`src/design/ptp_pkg.sv`:
```
// shared constants, types and helpers of the pes to transport packetizer
// no dependencies; imported by every module and interface of the block but ptp_ram
package ptp_pkg;

    localparam int STREAMS_PER_PROGRAM = 8;
    localparam int PROGRAM_COUNT       = 8;
    localparam int LENGTH_BITS         = 20;

    // field widths of the channels
    localparam int LEN_W  = 20;
    localparam int PTS_W  = 33;
    localparam int IDX_W  = 3;
    localparam int BYTE_W = 8;
    localparam int PID_W  = 13;
    localparam int CC_W   = 4;

    // continuity counter store
    localparam int CC_SLOTS  = 64;
    localparam int SLOT_W    = $clog2(CC_SLOTS);

    localparam logic [LEN_W-1:0] LEN_MASK = LEN_W'((64'd1 << LENGTH_BITS) - 64'd1);

    localparam logic [BYTE_W-1:0] TS_SYNC       = 8'h47;
    localparam logic [PID_W-1:0]  PID_BASE      = 13'h0100;
    localparam logic [BYTE_W-1:0] FIRST_PAYLOAD = 8'd176;
    localparam logic [BYTE_W-1:0] LATER_PAYLOAD = 8'd182;
    localparam logic [BYTE_W-1:0] PACKET_SIZE   = 8'd188;
    localparam logic [BYTE_W-1:0] ADAPT_BASE    = 8'd183;
    localparam logic [BYTE_W-1:0] PCR_EXT_LOW   = 8'h7e;
    localparam logic [BYTE_W-1:0] STUFF_BYTE    = 8'hff;
    localparam logic [BYTE_W-1:0] CC_HIGH       = 8'h30;
    localparam logic [BYTE_W-1:0] PUSI_BIT      = 8'h40;
    localparam logic [BYTE_W-1:0] PCR_PRESENT   = 8'h10;

    // action codes
    localparam logic ACT_START = 1'b0;
    localparam logic ACT_STEP  = 1'b1;

    // byte positions inside a packet header
    localparam logic [BYTE_W-1:0] POS_SYNC   = 8'd0;
    localparam logic [BYTE_W-1:0] POS_PID_HI = 8'd1;
    localparam logic [BYTE_W-1:0] POS_PID_LO = 8'd2;
    localparam logic [BYTE_W-1:0] POS_CC     = 8'd3;
    localparam logic [BYTE_W-1:0] POS_ALEN   = 8'd4;
    localparam logic [BYTE_W-1:0] POS_FLAGS  = 8'd5;
    localparam logic [BYTE_W-1:0] POS_PCR0   = 8'd6;
    localparam logic [BYTE_W-1:0] POS_PCR1   = 8'd7;
    localparam logic [BYTE_W-1:0] POS_PCR2   = 8'd8;
    localparam logic [BYTE_W-1:0] POS_PCR3   = 8'd9;
    localparam logic [BYTE_W-1:0] POS_PCR4   = 8'd10;
    localparam logic [BYTE_W-1:0] POS_PCR5   = 8'd11;
    localparam logic [BYTE_W-1:0] POS_LAST   = 8'd187;

    // frame state handed to the byte formatter
    typedef struct packed {
        logic [BYTE_W-1:0] byte_in_packet;
        logic [BYTE_W-1:0] payload;
        logic              first_pkt;
        logic [PID_W-1:0]  pid;
        logic [PTS_W-1:0]  pcr;
        logic [LEN_W-1:0]  bytes_left;
        logic [CC_W-1:0]   cc;
    } t_frame_state;

    // formatter answer: output byte, flags and next frame state
    typedef struct packed {
        logic [BYTE_W-1:0] ts_byte;
        logic              took;
        logic              first;
        logic              last;
        logic              cc_bump;
        logic [BYTE_W-1:0] byte_in_packet;
        logic [BYTE_W-1:0] payload;
        logic              first_pkt;
        logic [LEN_W-1:0]  bytes_left;
        logic              frame_active;
    } t_fmt_res;

endpackage

```
`src/design/ptp_fmt.sv`:
```
// byte formatter: picks the transport byte for the current packet position
// depends on ptp_pkg; purely combinational
module ptp_fmt import ptp_pkg::*; (
    input  t_frame_state      i_st,
    input  logic [BYTE_W-1:0] i_data_byte,
    output t_fmt_res          o_res
);
    logic [BYTE_W-1:0] b;
    logic [BYTE_W-1:0] limit;
    logic [BYTE_W-1:0] pay;
    logic [LEN_W-1:0]  bl_next;

    always_comb begin
        b     = i_st.byte_in_packet;
        limit = i_st.first_pkt ? FIRST_PAYLOAD : LATER_PAYLOAD;
        // payload size is fixed at the sync byte
        if (b == POS_SYNC) begin
            pay = (i_st.bytes_left < LEN_W'(limit)) ? i_st.bytes_left[BYTE_W-1:0] : limit;
        end else begin
            pay = i_st.payload;
        end

        o_res         = '0;
        o_res.payload = pay;

        if (b == POS_SYNC) begin
            o_res.ts_byte = TS_SYNC;
            o_res.first   = 1'b1;
        end else if (b == POS_PID_HI) begin
            o_res.ts_byte = (i_st.first_pkt ? PUSI_BIT : '0) |
                            {3'b000, i_st.pid[PID_W-1:8]};
        end else if (b == POS_PID_LO) begin
            o_res.ts_byte = i_st.pid[7:0];
        end else if (b == POS_CC) begin
            o_res.ts_byte = CC_HIGH | {4'b0000, i_st.cc};
            o_res.cc_bump = 1'b1;
        end else if (b == POS_ALEN) begin
            o_res.ts_byte = ADAPT_BASE - pay;
        end else if (b == POS_FLAGS) begin
            o_res.ts_byte = i_st.first_pkt ? PCR_PRESENT : '0;
        end else if (i_st.first_pkt && b == POS_PCR0) begin
            o_res.ts_byte = i_st.pcr[32:25];
        end else if (i_st.first_pkt && b == POS_PCR1) begin
            o_res.ts_byte = i_st.pcr[24:17];
        end else if (i_st.first_pkt && b == POS_PCR2) begin
            o_res.ts_byte = i_st.pcr[16:9];
        end else if (i_st.first_pkt && b == POS_PCR3) begin
            o_res.ts_byte = i_st.pcr[8:1];
        end else if (i_st.first_pkt && b == POS_PCR4) begin
            o_res.ts_byte = {i_st.pcr[0], 7'b0} | PCR_EXT_LOW;
        end else if (i_st.first_pkt && b == POS_PCR5) begin
            o_res.ts_byte = '0;
        end else if (b < PACKET_SIZE - pay) begin
            o_res.ts_byte = STUFF_BYTE;
        end else begin
            o_res.ts_byte = i_data_byte;
            o_res.took    = 1'b1;
        end

        bl_next = (o_res.took && i_st.bytes_left != '0) ?
                  i_st.bytes_left - LEN_W'(1) : i_st.bytes_left;
        o_res.bytes_left = bl_next;

        if (b >= POS_LAST) begin
            o_res.byte_in_packet = '0;
            o_res.first_pkt      = 1'b0;
            o_res.last           = (bl_next == '0);
            o_res.frame_active   = (bl_next != '0);
        end else begin
            o_res.byte_in_packet = b + BYTE_W'(1);
            o_res.first_pkt      = i_st.first_pkt;
            o_res.frame_active   = 1'b1;
        end
    end
endmodule

```
`config.mk`:
```
export PLATFORM = sky130hd
export DESIGN_NAME = ptp_fmt
export DESIGN_NICKNAME = d
export VERILOG_FILES = /design/src/design/ptp_pkg.sv /design/src/design/ptp_fmt.sv
export SDC_FILE = /design/constraint.sdc
export NUM_CORES = 1
export LEC_CHECK = 0
export ABC_AREA = 0
export BUFFER_PORTS_ARGS = -buffer_cell sky130_fd_sc_hd__buf_4
export CAP_MARGIN = 20
export CORE_MARGIN = 2
export CORE_UTILIZATION = 47
export DETAILED_ROUTE_END_ITERATION = 12
export PLACE_DENSITY = 0.86
export SLEW_MARGIN = 25
export SYNTH_ARGS = -nofsm -noshare
export SYNTH_HDL_FRONTEND = slang
export SYNTH_SLANG_ARGS = --single-unit
```
`constraint.sdc`:
```
create_clock -name vclk -period 6.7
set_input_delay 1.005 -clock vclk [all_inputs]
set_output_delay 1.005 -clock vclk [all_outputs]
set_load 0.03 [all_outputs]
```
# Yosys cells after proc, flatten, opt, wreduce, memory -nomap -nowiden
# Cells that the tools add are included.
# classes
mux	41
n_eq_ne	11
magnitude_cmp	3
bitwise_logic	1
n_reduce_logical	11
addsub	4
# op_table
cell	count
8-bit two-way mux	16
20-bit nonzero test	2
8-bit by 3-bit == test with 1-bit output (second input constant)	4
8-bit by 4-bit == test with 1-bit output (second input constant)	4
1-bit two-way mux	21
20-bit zero test	1
20-bit by 8-bit less-than comparator with 1-bit output	1
20-bit two-way mux	1
20-bit by 1-bit subtractor with 20-bit output (second input constant)	1
8-bit by 2-bit == test with 1-bit output (second input constant)	2
8-bit subtractor (first input constant)	2
8-bit by 1-bit adder with 8-bit output (second input constant)	1
8-bit by 1-bit == test with 1-bit output (second input constant)	1
8-bit >= comparator (second input constant)	1
8-bit zero test	1
8-bit less-than comparator	1
1-bit logical AND	7
7-bit two-way mux	1
7-bit by 5-bit OR with 7-bit output	1
5-bit two-way mux	1
3-bit two-way mux	1
# totals
ff_bits	0
in_bits	95
word_cells	71
output_inout_bits	50

# Longest topological paths before layout
# depth
word_depth	23
ltp_mapped	22
depth_no_buf	22

# Worst setup path after synthesis
# Ideal clock, no wire load.
# synth_path
path_kind	input to output
from	in i_st[79] in the netlist's numbering
to	out o_res[39] in the netlist's numbering
required_ps	5695
n_path_buf	0
stages	22
setup_slack_ps	-104
arrival_ps	5799
path_cell_list	inv_1 > ha_1 > nor3b_1 > nand2_1 > clkinv_1 > and3_1 > a21oi_1 > inv_1 > ha_1 > a21boi_0 > a31oi_1 > xor2_1 > ha_1 > and4_1 > o21ai_0 > a41oi_1 > a22oi_1 > clkinv_1 > a311oi_1 > o211ai_1 > nor4_2 > and4b_1
# synth_lines
item	line	source
start, declared	ptp_fmt.sv:4	input t_frame_state i_st,
end, declared	ptp_fmt.sv:6	output t_fmt_res o_res

==> reports/qor.txt <==
FMAX -> 154 MHz
Fin. Hold Viols -> 0
CP Capture Type -> primary output
GR Util met2 -> 56.3%
Final min period -> 6.50 ns
First-pass DRT Iterations -> 4
Worst rel slew slack -> 45.1%
Sequential Area -> 0 um^2
Syn_nets -> 514
Slew Limit Fails -> 0
Setup ws final -> 0.197 ns
Most frequent cells in the layout -> buf_4 (166), nor2_1 (46), nand2_1 (41)
Clkbuf count -> 0
CP Data Required Time -> 5.69 ns
GRT overflow -> 0
Number of cells produced by synthesis -> 403
NumNets Final -> 661
Netlist cell types -> 62
Least-Margin Pin Slew -> 0.824 ns
Max Cap Viol -> 0
Dpl cells -> 616
Area post-placement -> 0.00370 mm^2
Height of the chip -> 76.3 um
First-pass GRT wire length -> 16200 um
Syn Area/Cell -> 6.09 um^2
Placed wire-length estimate -> 8460 um
Worst setup SP type -> primary input
Pre-CTS setup slack -> -0.0872 ns
DR WL/cell -> 16.6 um
Yosys warns -> 0
Crit-path max FO -> 12
Leakage -> 1.71 nW
Row Count -> 26
GRT busiest layer -> met2
FFs & Latches -> 0
DR DRC count -> 0
Power Total -> 0.299 mW
Io pins -> 145
Synthesis-to-finish area growth -> 54.4%
DRT iter0 DRCs -> 272
Initial cell density of the core -> 48.3%
Placer Congestion -> 0.959
DRT Wirelength -> 10300 um
Core Area -> 0.00507 mm^2
Antenna Nets Post-Route -> 0
Status -> finished, final reports clean
IO Port Bufs -> 145
Gr usage total -> 32.2%
Die width -> 76.3 um
Post-route design area -> 0.00379 mm^2
Vias in the first global route -> 3404
Peak supply drop -> 0.0576 mV
Hold-critical path depth -> 3
Layout cells sized above 1 -> 35.6%
Post-Syn Area -> 0.00245 mm^2
WP data arrival -> 5.50 ns
Sequential area share after synthesis -> 0%
HP Class -> in -> out
# diodes -> 0
Vias -> 3821
Met1 usage -> 42.8%
Layout Cells excl Fill -> 618
Initial antenna violation count -> 0
DIE AREA -> 0.00581 mm^2
Met3 Usage GRT -> 3.67%
Leading cell type in the layout, fill and taps excluded -> buf_4
Filler cells -> 454
Crit path kind -> in -> out
Pwr dens -> 78.9 mW/mm^2
Final period utilization -> 97.1%
Pin count of the biggest net entering global routing -> 24
Via/cell ratio -> 6.18
Setup-failing EPs final -> 0
-- cells in the mapped netlist, types with 5 or more instances --
| cell | n | area [um^2] |
|---|---|---|
| a211oi_1 | 7 | 52.6 |
| a21o_1 | 6 | 45.0 |
| a21oi_1 | 32 | 160 |
| a31oi_1 | 6 | 37.5 |
| and3_1 | 5 | 31.3 |
| clkbuf_1 | 17 | 63.8 |
| ha_1 | 16 | 200 |
| inv_1 | 23 | 86.3 |
| nand2_1 | 42 | 158 |
| nand3_1 | 10 | 50.1 |
| nand4_1 | 6 | 37.5 |
| nor2_1 | 46 | 173 |
| nor3_1 | 13 | 65.1 |
| nor4_1 | 10 | 62.6 |
| o21ai_0 | 28 | 140 |
| o22ai_1 | 11 | 68.8 |
| or3_1 | 10 | 62.6 |
| or4_1 | 7 | 52.6 |
| xnor2_1 | 13 | 114 |
| xor2_1 | 12 | 105 |
-- power breakdown --
group	leakage, nW	internal [mW]	switching [mW]
registers	0	0	0
clock network	0	0	0
logic	1.71	0.129	0.170
-- metrics by stage --
step / utilization, % / hold slack (ns) / TNS, ns
floorplan: - / 2.12 / 0
global placement: 72.9 / 2.33 / -0.00500
detailed placement: 72.9 / 2.33 / -0.0872
CTS: 73.0 / 2.33 / 0
global route: 74.7 / 2.34 / -0.0170
finish: 74.7 / 2.33 / 0
-- what timing repair did --
action,CTS,global route
resized for setup,2,14
setup buffers,0,2
hold buffers,0,0
hold endpoints to repair,0,0
pin swaps,0,1
gates cloned,0,0
setup endpoints to repair,1,8
-- kinds of logic (layout without fill, tap and decap cells) --
family	Yosys count	count (layout)	share of synthesized area, %
adders and majority gates	16	16	8.16
and+or+nand+nor	184	184	41.1
xor gates and xnor gates	25	25	8.92
AOI/OAI and AO/OA	129	129	33.7
muxes	2	2	0.816
buffers and inverters	47	192	7.34
-- layer usage --
metal  up-vias  part of all wire [%]
met3        26                   9.2
met2       254                    48
met4         0                   2.1
met5         -                     0
met1      1737                    41
li1       1804                     -
-- path summary, 6_finish.rpt --
path	startpoint	end	slack, ns
max	i_st[15]	o_res[39]	0.20
min	i_st[19]	o_res[16]	2.33
-- critical path, cell delays in order --
cell and delay, ns:
buf_4 0.12, or4_1 0.57, a21o_2 0.27, o31a_1 0.27, o31a_1 0.29, ha_1 0.26
nor3_2 0.22, xnor2_1 0.11, ha_1 0.30, and4_1 0.19, o21ai_0 0.13, a41oi_1 0.20
a22oi_1 0.11, buf_4 0.19, or3_1 0.41, xnor2_2 0.16, nor4_2 0.31, and4b_1 0.23
buf_4 0.16
-- area by class of cell --
| type | count | area (um^2) | area share, % |
|---|---|---|---|
| timing repair buffer | 166 | 1250 | 32.9 |
| tap | 70 | 87.6 | 2.31 |
| inverter | 26 | 111 | 2.94 |
| multi-input combinational | 356 | 2340 | 61.9 |
Note: power is estimated with default switching activity, not from simulation.
