$ cat config.mk
export PLATFORM = sky130hd
export DESIGN_NAME = ptp_cc
export DESIGN_NICKNAME = d
export VERILOG_FILES = /design/src/design/ptp_pkg.sv /design/src/design/ptp_ram.sv /design/src/design/ptp_cc.sv
export SDC_FILE = /design/constraint.sdc
export NUM_CORES = 1
export LEC_CHECK = 0
export BUFFER_PORTS_ARGS = -buffer_cell sky130_fd_sc_hd__buf_2
export CAP_MARGIN = 20
export CORE_MARGIN = 10
export CORE_UTILIZATION = 35
export DETAILED_ROUTE_END_ITERATION = 12
export GPL_TIMING_DRIVEN = 0
export REMOVE_ABC_BUFFERS = 1
export SLEW_MARGIN = 20
export SYNTH_ARGS = -nofsm -noshare
export SYNTH_HDL_FRONTEND = slang
export SYNTH_HIERARCHICAL = 1
export SYNTH_SLANG_ARGS = --single-unit
$ cat constraint.sdc
create_clock -name i_clk -period 4.62 [get_ports i_clk]
set_input_delay 0.693 -clock i_clk [delete_from_list [all_inputs] [get_ports i_clk]]
set_output_delay 0.693 -clock i_clk [all_outputs]
set_load 0.02 [all_outputs]
$ cat src/design/ptp_pkg.sv
// shared constants, types and helpers of the pes to transport packetizer
// no dependencies; imported by every module and interface of the block but ptp_ram
package ptp_pkg;

    localparam int STREAMS_PER_PROGRAM = 8;
    localparam int PROGRAM_COUNT       = 8;
    localparam int LENGTH_BITS         = 20;

    // field widths of the channels
    localparam int LEN_W  = 20;
    localparam int PTS_W  = 33;
    localparam int IDX_W  = 3;
    localparam int BYTE_W = 8;
    localparam int PID_W  = 13;
    localparam int CC_W   = 4;

    // continuity counter store
    localparam int CC_SLOTS  = 64;
    localparam int SLOT_W    = $clog2(CC_SLOTS);

    localparam logic [LEN_W-1:0] LEN_MASK = LEN_W'((64'd1 << LENGTH_BITS) - 64'd1);

    localparam logic [BYTE_W-1:0] TS_SYNC       = 8'h47;
    localparam logic [PID_W-1:0]  PID_BASE      = 13'h0100;
    localparam logic [BYTE_W-1:0] FIRST_PAYLOAD = 8'd176;
    localparam logic [BYTE_W-1:0] LATER_PAYLOAD = 8'd182;
    localparam logic [BYTE_W-1:0] PACKET_SIZE   = 8'd188;
    localparam logic [BYTE_W-1:0] ADAPT_BASE    = 8'd183;
    localparam logic [BYTE_W-1:0] PCR_EXT_LOW   = 8'h7e;
    localparam logic [BYTE_W-1:0] STUFF_BYTE    = 8'hff;
    localparam logic [BYTE_W-1:0] CC_HIGH       = 8'h30;
    localparam logic [BYTE_W-1:0] PUSI_BIT      = 8'h40;
    localparam logic [BYTE_W-1:0] PCR_PRESENT   = 8'h10;

    // action codes
    localparam logic ACT_START = 1'b0;
    localparam logic ACT_STEP  = 1'b1;

    // byte positions inside a packet header
    localparam logic [BYTE_W-1:0] POS_SYNC   = 8'd0;
    localparam logic [BYTE_W-1:0] POS_PID_HI = 8'd1;
    localparam logic [BYTE_W-1:0] POS_PID_LO = 8'd2;
    localparam logic [BYTE_W-1:0] POS_CC     = 8'd3;
    localparam logic [BYTE_W-1:0] POS_ALEN   = 8'd4;
    localparam logic [BYTE_W-1:0] POS_FLAGS  = 8'd5;
    localparam logic [BYTE_W-1:0] POS_PCR0   = 8'd6;
    localparam logic [BYTE_W-1:0] POS_PCR1   = 8'd7;
    localparam logic [BYTE_W-1:0] POS_PCR2   = 8'd8;
    localparam logic [BYTE_W-1:0] POS_PCR3   = 8'd9;
    localparam logic [BYTE_W-1:0] POS_PCR4   = 8'd10;
    localparam logic [BYTE_W-1:0] POS_PCR5   = 8'd11;
    localparam logic [BYTE_W-1:0] POS_LAST   = 8'd187;

    // frame state handed to the byte formatter
    typedef struct packed {
        logic [BYTE_W-1:0] byte_in_packet;
        logic [BYTE_W-1:0] payload;
        logic              first_pkt;
        logic [PID_W-1:0]  pid;
        logic [PTS_W-1:0]  pcr;
        logic [LEN_W-1:0]  bytes_left;
        logic [CC_W-1:0]   cc;
    } t_frame_state;

    // formatter answer: output byte, flags and next frame state
    typedef struct packed {
        logic [BYTE_W-1:0] ts_byte;
        logic              took;
        logic              first;
        logic              last;
        logic              cc_bump;
        logic [BYTE_W-1:0] byte_in_packet;
        logic [BYTE_W-1:0] payload;
        logic              first_pkt;
        logic [LEN_W-1:0]  bytes_left;
        logic              frame_active;
    } t_fmt_res;

endpackage

$ cat src/design/ptp_ram.sv
// generic single write port ram with registered read
// no dependencies
module ptp_ram #(
    parameter int WIDTH = 8,
    parameter int DEPTH = 64
) (
    input  logic                     i_clk,
    input  logic                     i_we,
    input  logic [$clog2(DEPTH)-1:0] i_waddr,
    input  logic [WIDTH-1:0]         i_wdata,
    input  logic [$clog2(DEPTH)-1:0] i_raddr,
    output logic [WIDTH-1:0]         o_rdata
);
    logic [WIDTH-1:0] r_mem [DEPTH];
    logic [WIDTH-1:0] r_rdata;

    always_ff @(posedge i_clk) begin
        if (i_we) begin
            r_mem[i_waddr] <= i_wdata;
        end
        r_rdata <= r_mem[i_raddr];
    end

    assign o_rdata = r_rdata;
endmodule

$ cat src/design/ptp_cc.sv
// continuity counter store: one 4-bit counter per stream slot
// depends on ptp_pkg and ptp_ram; valid bits stand in for the reset value
module ptp_cc import ptp_pkg::*; (
    input  logic              i_clk,
    input  logic              i_rst_n,
    input  logic [SLOT_W-1:0] i_slot,
    input  logic              i_bump,
    output logic [CC_W-1:0]   o_cc
);
    logic [CC_SLOTS-1:0] r_valid;
    logic                r_vld_rd;
    logic [CC_W-1:0]     ram_rdata;

    ptp_ram #(.WIDTH(CC_W), .DEPTH(CC_SLOTS)) u_ram (
        .i_clk   (i_clk),
        .i_we    (i_bump),
        .i_waddr (i_slot),
        .i_wdata (o_cc + CC_W'(1)),
        .i_raddr (i_slot),
        .o_rdata (ram_rdata)
    );

    always_ff @(posedge i_clk) begin
        if (!i_rst_n) begin
            r_valid  <= '0;
            r_vld_rd <= 1'b0;
        end else begin
            r_vld_rd <= r_valid[i_slot];
            if (i_bump) begin
                r_valid[i_slot] <= 1'b1;
            end
        end
    end

    // a slot never written reads as zero
    assign o_cc = r_vld_rd ? ram_rdata : '0;
endmodule

# --- Yosys cells after proc, flatten, opt, wreduce, memory -nomap -nowiden ---
# Memory sizes are Yosys's and may differ from the RTL's. A register that Yosys moved wholly into a read port is not among the register bits.
# Index checks and enable logic that the tools add are counted.
word_totals:
  inputBits: 9
  memories: 1
  ram_bits: 256
  register_bits: 65
  output_inout_bits: 4
  word_cells: 15
memory_table:
  columns: ["name", "depth", "width", "rd", "rd_clocked_by_memory_dff", "wr", "line", "text"]
  rows:
  - ["u_ram.r_mem", 64, 4, 1, 1, 1, "ptp_ram.sv:14", "logic [WIDTH-1:0] r_mem [DEPTH];"]
op_classes:
  addsub: 1
  mux: 7
  bitwise_logic: 1
  n_reduce_logical: 1
  n_lt_le_gt_ge: 2
ops:
  columns: ["cell", "count"]
  rows:
  - ["$or A64 B64 Y64", 1]
  - ["$lt A6 B7 Y1 const B", 1]
  - ["$bmux W1 S6", 1]
  - ["$demux W1 S6", 1]
  - ["$ge A6 B1 Y1 const B", 1]
  - ["$add A4 B1 Y4 const B", 1]
  - ["$mux W1", 4]
  - ["$mux W4", 1]
  - ["$logic_and A1 B1 Y1", 1]

# --- Longest topological paths before layout ---
depth:
  depth_word: 5
  mapped_depth: 8
  mapped_depth_nobuf: 5

# --- Modules after synthesis ---
# Netlist, hierarchy kept.
by_module_without_submodules:
  columns: ["module", "seq_area_each_um2", "cells_per_inst", "area_each_um2", "instances"]
  rows:
  - ["ptp_ram", 7767.4, 521, 10407.5, 1]
  - ["ptp_cc", 1301.2, 346, 2924.1, 1]

# --- Least setup slack after synthesis ---
# OpenSTA, ideal clock, no wires.
synth_timing:
  path_type: "reg2reg"
  from: "register r_vld_rd"
  to: "memory u_ram/r_mem[0][2] (netlist name) (data pin)"
  arrival_time_ps: 3473
  n_path_buf: 0
  t_required_ps: 4085
  setup_ps: 535
  stages_incl_launch_ff: 5
  path_slack_ps: 611
  synth_period_minus_slack_ps: 4009
  cell_sequence: "dfxtp_1 > nand2_1 > inv_1 > ha_1 > xor2_1"
synth_via:
  elab_chain_cells: 2
synth_lines:
  columns: ["item", "line", "text"]
  rows:
  - ["start: declaration", "ptp_cc.sv:11", "logic r_vld_rd;"]
  - ["start signal: assignment", "ptp_cc.sv:28", "r_vld_rd <= r_valid[i_slot];"]
  - ["$mux W4", "ptp_cc.sv:36", "assign o_cc = r_vld_rd ? ram_rdata : '0;"]
  - ["named net o_cc[0]", "ptp_cc.sv:8", "output logic [CC_W-1:0] o_cc"]
  - ["$add A4 B1 Y4", "ptp_cc.sv:18", ".i_wdata (o_cc + CC_W'(1)),"]
  - ["end: declaration", "ptp_ram.sv:14", null]
# The timed path passes the listed nets, and every way through them passes these cells.

# --- Worst setup path after layout ---
layout_timing:
  from: "input i_slot[1]"
  to: "memory u_ram/r_mem[3][0] (netlist name), enable pin"
layout_rtl:
  columns: ["item", "line", "text"]
  rows:
  - ["start: declaration", "ptp_cc.sv:6", "input logic [SLOT_W-1:0] i_slot,"]
# No word-level cell before the write port.

==> impl_metrics.env <==
export IMPL_hp_start="r_valid[14]"
export IMPL_placed_cells=1349
export IMPL_portBuffers=12
export IMPL_critical_path_max_stage_delay_ns=0.53
export IMPL_min_period_ns=2.51
export IMPL_fin_cells=1409
export IMPL_start_util=0.354
export IMPL_routed_wl_mm=28.4
export IMPL_viasPerCell=5.23
export IMPL_hold_depth=1
export IMPL_firstDrtPassIters=4
export IMPL_r2r_end="u_ram/r_mem[4][2]"
export IMPL_arrival_ns=2.67
export IMPL_clk_root_buffer_cell="clkbuf_16"
export IMPL_rr_worst_depth=6
export IMPL_synth_distinct_cells=65
export IMPL_clock_power_share=0.427
export IMPL_drv_cap=0
export IMPL_grt_pass1_vias=7407
export IMPL_drc=0
export IMPL_seqPwrFrac=0.517
export IMPL_ys_ff_latch=325
export IMPL_end_kind="flip-flop"
export IMPL_hold_violations=0
export IMPL_wire_per_inst_um=20.1
export IMPL_min_path_type="reg2reg"
export IMPL_slowest_stage="nor2_1"
export IMPL_syn2layout_area_growth_pct=12.6
export IMPL_synth_edf_count=256
export IMPL_drive_gt1_frac=0.151
export IMPL_skew_ns=0.00845
export IMPL_critical_path_required_ns=4.77
export IMPL_p_int_mw=4.87
export IMPL_synth_seq_area_share=0.680
export IMPL_track_usage=0.120
export IMPL_synth_simple_area_share=0.0973
export IMPL_worst_r2r_setup_slack_ns=2.40
export IMPL_antenna_found_initial=0
export IMPL_drt_iter0_drc=692
export IMPL_p_per_area_nw_per_um2=411
export IMPL_grt_overflow=0
export IMPL_syn_inst=867
export IMPL_ioPinCount=13
export IMPL_power_switching_mw=1.30
export IMPL_swShare=0.211
export IMPL_tightest_slew_ns=0.942
export IMPL_rsz0062_at_grt="false"
export IMPL_cp_top_family="simple AND/OR/NAND/NOR gates"
export IMPL_synth_xor_area_frac=0.00131
export IMPL_power_mw=6.17
export IMPL_antennaDiodeCount=0
export IMPL_ir_worst_vdd_v=0.000280
export IMPL_synth_async_reset_ratio=0
export IMPL_ctsLongestPathBuffers=3
export IMPL_relSlewSlack=0.372
export IMPL_grt_max_degree=66
export IMPL_min_to="r_valid[14]"
export IMPL_synth_mux_area_fraction=0.141
export IMPL_p_leak_nw=4.77
export IMPL_status="complete, no violations"
export IMPL_ant_nets=0
export IMPL_fmax_mhz=398
export IMPL_hpwl_mm=17.3
export IMPL_clk_latency_ns=0.50
export IMPL_setup_viol=0
export IMPL_final_common_cell="edfxtp_1"
export IMPL_path_buf_inv=2
export IMPL_gp_congestion=0.733
export IMPL_vias=7372
export IMPL_synth_top_family_by_area="multiplexers"
export IMPL_drv_slew=0
export IMPL_clk_pin_slew_worst_paths_ns=0.05
export IMPL_cts_sinks=325
export IMPL_critical_path_cell_chain="buf_6, buf_16, nor2b_1, nand3_1, nor2_1"
export IMPL_core_area_um2=37700
export IMPL_ctsResizeCount=0
export IMPL_nets=886
export IMPL_synthAdderAreaFrac=0.000939
export IMPL_cp_max_fo=54
export IMPL_final_cell_mix="edfxtp_1 (256), nor2_1 (174), dfxtp_1 (69)"
export IMPL_postCtsSetupBuffers=0
export IMPL_grt_pass1_wl_mm=44.1
export IMPL_syn_area_um2=13300
export IMPL_rows=71
export IMPL_crit_type="in2reg"
export IMPL_h_tree_depth=2
export IMPL_chipHeight_um=215
export IMPL_cts_tree="done"
export IMPL_die_area_um2=46300
export IMPL_synth_compound_gate_area_share=0.0528
export IMPL_die_x_um=215
export IMPL_cts_buffers_inserted=36
export IMPL_ys_flop_type="edfxtp_1"
export IMPL_postCtsHoldBufs=0
export IMPL_yosysWarnings=6
export IMPL_period_share=0.544
export IMPL_combPwrFrac=0.056
export IMPL_r2r_start="r_vld_rd"
export IMPL_cp_start_kind="primary input"
export IMPL_avgSynthCellArea_um2=15.4
worst max-delay path by stage:
| stage | end | depth (start not counted) | slack (ns) | startpoint |
|---|---|---|---|---|
| 3_5_place_dp | u_ram/r_mem[29][3] | 4 | 1.58 | i_slot[0] |
| 2_1_floorplan | u_ram/r_mem[0][2] | 4 | 0.61 | r_vld_rd |
| 4_1_cts | u_ram/r_mem[29][2] | 4 | 2.11 | i_slot[0] |
| 5_1_grt | u_ram/r_mem[63][1] | 4 | 1.98 | i_slot[1] |
| 3_3_place_gp | u_ram/r_mem[4][2] | 4 | -1.65 | r_vld_rd |
| 6_report | u_ram/r_mem[3][0] | 5 | 2.11 | i_slot[1] |
power groups by stage:
stage / combinational, mW / clock (mW) / sequential [mW]
global placement: 0.325 / 0 / 3.26
global route: 0.372 / 2.81 / 3.19
detailed placement: 0.346 / 0 / 3.25
floorplan: 0.174 / 0 / 3.25
finish: 0.344 / 2.64 / 3.19
CTS: 0.346 / 2.70 / 3.19
final cells by class:
cell class,count,area (um^2)
repair buffers,19,256
clock inverters,18,139
multi-input cells,489,3940
inverters,5,18.8
well taps,511,639
clock buffers,42,945
flip-flops and latches,325,9070
fillers,3490,22700
synth_stat cells, types with 6 or more instances:
master	instances	area share
dfxtp_1	69	0.10
mux4_2	48	0.081
o21ai_0	6	0.0023
nor2b_1	14	0.0066
o21a_1	8	0.0045
o221ai_1	7	0.0046
buf_2	10	0.0038
a21oi_1	40	0.015
buf_6	11	0.0093
edfxtp_1	256	0.58
nor2_1	174	0.049
a31oi_1	9	0.0042
nand2_1	19	0.0053
a22oi_1	15	0.0084
and2_1	8	0.0038
mux4_1	19	0.037
mux2i_1	25	0.019
clkbuf_1	16	0.0045
nand3_1	23	0.0086
nand2b_1	8	0.0038
through the flow:
step	hold WS [ns]	cell area, um^2	TNS [ns]	worst slack, ns	utilization
2_1_floorplan	0.431	13000	0	0.611	-
3_3_place_gp	0.443	13700	-196.79	-1.65	0.364
3_5_place_dp	0.453	13900	0	1.58	0.370
4_1_cts	0.466	15000	0	2.11	0.398
5_1_grt	0.488	15000	0	1.98	0.398
6_report	0.465	15000	0	2.11	0.398
state kept, by name, indices dropped and copies added, names as in the netlist:
register       flops
r_valid           64
u_ram/o_rdata      4
u_ram/r_mem      256
r_vld_rd           1
per-layer routing:
metal | track usage | vias to the layer above | share of wire
li1 | - | 3358 | -
met1 | 0.157 | 3778 | 0.44
met2 | 0.196 | 198 | 0.48
met3 | 0.0285 | 38 | 0.061
met4 | 0.0314 | 0 | 0.018
met5 | 0 | - | 0
logic make-up after synthesis:
kind of cell,Yosys count
AO/OA/AOI/OAI,107
adder cells (fa/ha/maj),1
multiplexers,96
XOR/XNOR,2
flip-flops,325
buffers and inverters,53
AND/OR/NAND/NOR,283
No activity file was read; power rests on OpenSTA's default activity.
